**config.mk**
```make
export PLATFORM = sky130hd
export DESIGN_NAME = mcst_ctrl
export DESIGN_NICKNAME = d
export VERILOG_FILES = /design/src/rtl/core/mcst_pkg.sv /design/src/rtl/core/mcst_ctrl.sv
export SDC_FILE = /design/constraint.sdc
export NUM_CORES = 1
export LEC_CHECK = 0
export BUFFER_PORTS_ARGS = -buffer_cell sky130_fd_sc_hd__buf_2
export CAP_MARGIN = 20
export CORE_AREA = 2 2 39 41
export DETAILED_ROUTE_END_ITERATION = 10
export DIE_AREA = 0 0 41 43
export SLEW_MARGIN = 10
export SYNTH_ARGS = -nofsm -noshare
export SYNTH_HDL_FRONTEND = slang
export SYNTH_SLANG_ARGS = --single-unit
export TNS_END_PERCENT = 1
```
**constraint.sdc**
```tcl
create_clock -name i_clk -period 1.6 [get_ports i_clk]
set_input_delay 0.08 -clock i_clk [delete_from_list [all_inputs] [get_ports i_clk]]
set_output_delay 0.08 -clock i_clk [all_outputs]
set_load 0.01 [all_outputs]
```
**src/rtl/core/mcst_pkg.sv**
```systemverilog
// ----------------------------------------------------------------------------
// mcst_pkg
// Shared constants, codes and controller/datapath interface types for the
// MIDI channel state tracker.
// ----------------------------------------------------------------------------
package mcst_pkg;

    localparam int NUM_CHANNELS_DEF = 16;
    localparam int NOTES_PER_CH     = 128;
    localparam int HALF_W           = 64;
    localparam int CNT_W            = 12;
    localparam int CFG_IDX_W        = 2;
    localparam int CFG_DATA_W       = 1;
    localparam int POP_W            = 8;

    // configuration register indexes
    localparam logic [CFG_IDX_W-1:0] CFG_TRACK_NOTES    = 2'd0;
    localparam logic [CFG_IDX_W-1:0] CFG_TRACK_CONTROLS = 2'd1;
    localparam logic [CFG_IDX_W-1:0] CFG_TRACK_PROGRAMS = 2'd2;

    // result kinds
    localparam logic [2:0] KIND_NOTE     = 3'd0;
    localparam logic [2:0] KIND_CTRL     = 3'd1;
    localparam logic [2:0] KIND_PROGRAM  = 3'd2;
    localparam logic [2:0] KIND_BEND     = 3'd3;
    localparam logic [2:0] KIND_PRESSURE = 3'd4;
    localparam logic [2:0] KIND_OFF_MASK = 3'd5;

    // decoded operations
    localparam logic [2:0] OP_NONE     = 3'd0;
    localparam logic [2:0] OP_NOTE_ON  = 3'd1;
    localparam logic [2:0] OP_NOTE_OFF = 3'd2;
    localparam logic [2:0] OP_CLEAR    = 3'd3;
    localparam logic [2:0] OP_BEND     = 3'd4;
    localparam logic [2:0] OP_PRESS    = 3'd5;
    localparam logic [2:0] OP_PROG     = 3'd6;
    localparam logic [2:0] OP_CTRL     = 3'd7;

    // status byte message types (high nibble)
    localparam logic [3:0] MSG_NOTE_OFF = 4'h8;
    localparam logic [3:0] MSG_NOTE_ON  = 4'h9;
    localparam logic [3:0] MSG_CTRL     = 4'hB;
    localparam logic [3:0] MSG_PROG     = 4'hC;
    localparam logic [3:0] MSG_PRESS    = 4'hD;
    localparam logic [3:0] MSG_BEND     = 4'hE;

    localparam logic [6:0] CC_SUSTAIN       = 7'd64;
    localparam logic [6:0] CC_HOLD2         = 7'd69;
    localparam logic [6:0] CC_ALL_SOUND_OFF = 7'd120;
    localparam logic [6:0] CC_ALL_NOTES_OFF = 7'd123;

    localparam logic [13:0] BEND_CENTRE = 14'd8192;

    typedef struct packed {
        logic accept;
        logic rd;
        logic eval;
        logic put;
        logic clr_rd1;
        logic clr_cap;
        logic pop;
        logic put_lo;
        logic put_hi;
        logic init;
    } t_cmd;

    typedef struct packed {
        logic init_last;
        logic op_none;
        logic op_clear;
        logic changed;
        logic pop_last;
        logic mask_lo_nz;
        logic mask_hi_nz;
        logic out_free;
    } t_stat;

endpackage

```
**src/rtl/core/mcst_ctrl.sv**
```systemverilog
// ----------------------------------------------------------------------------
// mcst_ctrl
// Sequencer for the tracker: controller memory initialisation, per-message
// read / evaluate / result steps and the channel clear sequence.
// ----------------------------------------------------------------------------
module mcst_ctrl
    import mcst_pkg::*;
(
    input  logic  i_clk,
    input  logic  i_rst_n,
    input  logic  i_valid,
    input  t_stat i_stat,
    output t_cmd  o_cmd,
    output logic  o_stall
);

    localparam logic [3:0] ST_INIT    = 4'd0;
    localparam logic [3:0] ST_IDLE    = 4'd1;
    localparam logic [3:0] ST_READ    = 4'd2;
    localparam logic [3:0] ST_EVAL    = 4'd3;
    localparam logic [3:0] ST_PUT     = 4'd4;
    localparam logic [3:0] ST_CLR_RD1 = 4'd5;
    localparam logic [3:0] ST_CLR_CAP = 4'd6;
    localparam logic [3:0] ST_CLR_POP = 4'd7;
    localparam logic [3:0] ST_CLR_LO  = 4'd8;
    localparam logic [3:0] ST_CLR_HI  = 4'd9;

    logic [3:0] r_state;
    logic [3:0] n_state;

    always_ff @(posedge i_clk) begin
        if (!i_rst_n) begin
            r_state <= ST_INIT;
        end else begin
            r_state <= n_state;
        end
    end

    always_comb begin
        n_state = r_state;
        o_cmd   = '0;
        unique case (r_state)
            ST_INIT: begin
                o_cmd.init = 1'b1;
                if (i_stat.init_last) n_state = ST_IDLE;
            end
            ST_IDLE: begin
                o_cmd.accept = i_valid;
                if (i_valid) n_state = ST_READ;
            end
            ST_READ: begin
                o_cmd.rd = 1'b1;
                if (i_stat.op_none) begin
                    n_state = ST_IDLE;
                end else if (i_stat.op_clear) begin
                    n_state = ST_CLR_RD1;
                end else begin
                    n_state = ST_EVAL;
                end
            end
            ST_EVAL: begin
                o_cmd.eval = 1'b1;
                n_state    = i_stat.changed ? ST_PUT : ST_IDLE;
            end
            ST_PUT: begin
                o_cmd.put = i_stat.out_free;
                if (i_stat.out_free) n_state = ST_IDLE;
            end
            ST_CLR_RD1: begin
                o_cmd.clr_rd1 = 1'b1;
                n_state       = ST_CLR_CAP;
            end
            ST_CLR_CAP: begin
                o_cmd.clr_cap = 1'b1;
                n_state       = ST_CLR_POP;
            end
            ST_CLR_POP: begin
                o_cmd.pop = 1'b1;
                if (i_stat.pop_last) n_state = ST_CLR_LO;
            end
            ST_CLR_LO: begin
                // lower half mask goes out only if some note of it was on
                if (!i_stat.mask_lo_nz) begin
                    n_state = i_stat.mask_hi_nz ? ST_CLR_HI : ST_IDLE;
                end else begin
                    o_cmd.put_lo = i_stat.out_free;
                    if (i_stat.out_free) n_state = i_stat.mask_hi_nz ? ST_CLR_HI : ST_IDLE;
                end
            end
            ST_CLR_HI: begin
                o_cmd.put_hi = i_stat.out_free;
                if (i_stat.out_free) n_state = ST_IDLE;
            end
            default: begin
                n_state = ST_IDLE;
            end
        endcase
    end

    assign o_stall = (r_state != ST_IDLE);

    a_eval_after_read: assert property (@(posedge i_clk) disable iff (!i_rst_n)
        o_cmd.eval |-> $past(o_cmd.rd))
        else $error("evaluate issued without a preceding read");

    a_accept_to_read: assert property (@(posedge i_clk) disable iff (!i_rst_n)
        o_cmd.accept |=> (r_state == ST_READ))
        else $error("accepted beat not followed by a read");

    a_hi_put_needs_mask: assert property (@(posedge i_clk) disable iff (!i_rst_n)
        o_cmd.put_hi |-> i_stat.mask_hi_nz)
        else $error("upper mask result issued with an empty mask");

endmodule

```
==> results by group <==
Synthesis
  – Synth area leaders: dfxtp_1 (19%), o221a_1 (11%), nor2_1 (8.0%)
  – Most common cell in the netlist: nor2_1
  – Ys async rst share: 0%
  – Synth Cell Area: 420 um2
  – Syn Nets: 65
  – Area leader, netlist: dfxtp_1
  – Top-area cell type share of the netlist area: 19.0%
  – Yosys cell types: 28
  – YS warnings: 0
  – Avg Inst Size Synth: 7.79 um2
  – Top cells by count, synth: nor2_1 (9), dfxtp_1 (4), nor3_1 (4), o21ai_0 (4), o221a_1 (4)
  – Sequential area share after synthesis: 19.0%
  – Number of synthesized register bits: 4
  – Post-synth top flop: dfxtp_1
  – EDFF count, synth: 0
  – Mapped Cells: 54

Final layout
  – Largest regs: r_state (4)
  – Final core occ: 44.2%
  – Most flops, register: r_state
  – Non-Filler Instances: 98
  – N_diodes: 0
  – Sequential cell area: 80.1 um2
  – Fillers: 151
  – Share of cells above drive strength 1: 47.6%
  – Nets: 95
  – Multi-input gate area: 317 um2
  – Layout area overhead: 45.5%
  – Max reg flops: 4
  – Fin area: 612 um2

STA
  – Hold Fails Final Rpt: 0
  – Clock skew: 0.00762 ns
  – Max Slew Vio Count: 0
  – Setup_tns: 0 ns
  – Hold_ws: 0.123 ns
  – Fmax: 660 MHz
  – Fin crit period: 1.52 ns
  – # setup viols final: 0
  – Unrepaired setup endpoints after global routing: no
  – Final cycle utilization of the critical path: 94.7%
  – Measured slew at the worst slew-check pin: 0.264 ns
  – Slew margin rel.: 82.2%

Clocking
  – Hold_buf cts: 0
  – Clock Sinks: 4
  – Clock Path Buffers: 2
  – CTS tree: done
  – Reg clk slew, reported paths: 0.04 ns
  – Htree depth: 1
  – CTS root buf: clkbuf_4
  – Worst skew pair latency: 0.24 ns
  – Number of buffers created by CTS: 3

Pwr
  – P_int: 0.619 mW
  – Pwr Density: 1860 nW/um2
  – Max IR drop VDD: 0.000609 V
  – Switching Share: 45.6%
  – Share of total power in combinational logic: 69.9%
  – Clock power share: 11.0%
  – Leakage power: 0.284 nW
  – Reg power frac: 19.1%
  – Switching pwr: 0.518 mW

Setup path
  – RR Startpoint: r_state[2]$_SDFFE_PN0P_
  – WP buf/inv: 0
  – Element type at the critical path start: flop
  – Critical Path Start: r_state[2]$_SDFFE_PN0P_
  – Crit-path slowest cell: dfxtp_1
  – Worst-path maximum fanout: 7
  – Crit end category: flop
  – Cell family contributing the most delay on the critical path: compound AO/OA/AOI/OAI gates
  – Worst-path cell chain: o21ba_1 -> a22oi_2 -> o32ai_4 -> or2b_1 -> o221a_1
  – CP required: 1.73 ns
  – Critical path arrival: 1.64 ns
  – CP peak stage delay: 0.46 ns
  – Crit Path Class: flop to flop

Drt
  – Vias: 514
  – Initial DRT Pass Iterations: 4
  – Number of remaining DRC errors: 0
  – WL/cell: 11.9 um
  – Avg Vias per Cell: 5.24
  – Total wire length: 1170 um
  – Post-route ant nets: 0
  – Starting DRC count in detailed routing: 8

Floorplan
  – Die Span X: 41 um
  – Rows: 14
  – Full die area: 1760 um2
  – Core ar.: 1380 um2
  – Initial Util: 30.4%
  – Die Y: 43 um
  – I/O pins: 22

Global routing
  – Largest net degree at the start of global routing: 9
  – All-Layer GR Usage: 14.5%
  – Vias in the first global route: 407
  – Grt total ovfl: 0
  – Antenna violations before repair: 0
  – First-pass GRT wire length: 1680 um

Placement
  – Dpl cell area: 578 um2
  – Final Wtd Congestion: 0.816
  – Port Buffers: 21
  – Cells after DPL: 95
  – Post-DP HPWL: 942 um

Hold path
  – HP Class: input pin to flop
  – Hold Crit Start: i_rst_n

Flow run
  – Max Cap Viol: 0

Run status
  – Outcome: finished clean
==> worst paths after layout <==
kind,endpoint,depth (start not counted),slack [ns]
max,r_state[1]$_SDFFE_PN0P_,5,0.08
min,r_state[1]$_SDFFE_PN0P_,2,0.12
max reg2reg,r_state[1]$_SDFFE_PN0P_,5,0.08
min reg2reg,r_state[1]$_SDFFE_PN0P_,1,0.69
==> timing repair <==
| item | in CTS | in global routing |
|---|---|---|
| buffers inserted | 0 | 0 |
| setup endpoints to repair | 0 | 5 |
| gates resized for setup | 0 | 2 |
==> worst register-to-register path, stage by stage (launching register included) <==
cell and delay, ns:
dfxtp_1 0.46, o21ba_1 0.20, a22oi_2 0.16, o32ai_4 0.11, or2b_1 0.25, o221a_1 0.22
==> metrics by stage <==
stage	total power [mW]	setup WS, ns
global route	1.23	0.00958
detailed placement	0.993	0.103
finish	1.14	0.0844
CTS	1.13	0.104
global placement	0.996	0.104
floorplan	0.743	0.0612
==> cells by family after synthesis <==
group                  share of synthesized area [%]
AO/OA/AOI/OAI                                   37.2
buffers and inverters                           8.33
flip-flops                                      19.0
AND/OR/NAND/NOR                                 35.4
==> final cells by class <==
class / count / share of cell area [%]
Multi-Input combinational cell: 44 / 51.7
Inverter: 2 / 1.23
Clock buffer: 3 / 3.68
Timing Repair Buffer: 29 / 27.0
Sequential cell: 4 / 13.1
Tap cell: 16 / 3.27
==> cells in the final DEF, fill, tap and decap left out <==
cell type	netlist	routed
a22oi_1	1	1
dfxtp_1	4	4
clkbuf_4	0	3
o22a_4	1	1
inv_1	2	2
nor3b_2	0	1
or2_4	1	1
a21oi_1	2	2
a31oi_1	1	1
nand2b_1	3	3
nand3_1	1	1
nor2b_1	1	1
o21ai_0	4	4
nor3_1	4	4
o21ba_1	1	1
nor2_1	9	9
a22oi_2	1	1
and3_1	1	1
o221a_1	4	4
nor4_2	0	1
and4_1	1	1
nor2_2	1	1
buf_2	1	21
nand2_1	2	2
or2b_1	1	1
o32ai_4	1	1
nor4_1	2	1
buf_4	1	8
==> power by group through the flow <==
| stage | clock network, mW | logic [mW] | registers, mW |
|---|---|---|---|
| after CTS | 0.132 | 0.788 | 0.208 |
| final | 0.125 | 0.795 | 0.217 |
| after detailed placement | 0 | 0.784 | 0.209 |
| after floorplan | 0 | 0.570 | 0.173 |
| after global placement | 0 | 0.786 | 0.209 |
| after global routing | 0.136 | 0.869 | 0.224 |
==> layer usage <==
| layer | up-vias | track usage, % | share of wire, % |
|---|---|---|---|
| met5 | - | 0 | 0 |
| met4 | 0 | 10.0 | 0.85 |
| met3 | 2 | 3.14 | 6.4 |
| met2 | 17 | 21.9 | 49 |
| met1 | 235 | 17.3 | 43 |
| li1 | 260 | - | - |
Power figures use the tool's default switching activity.
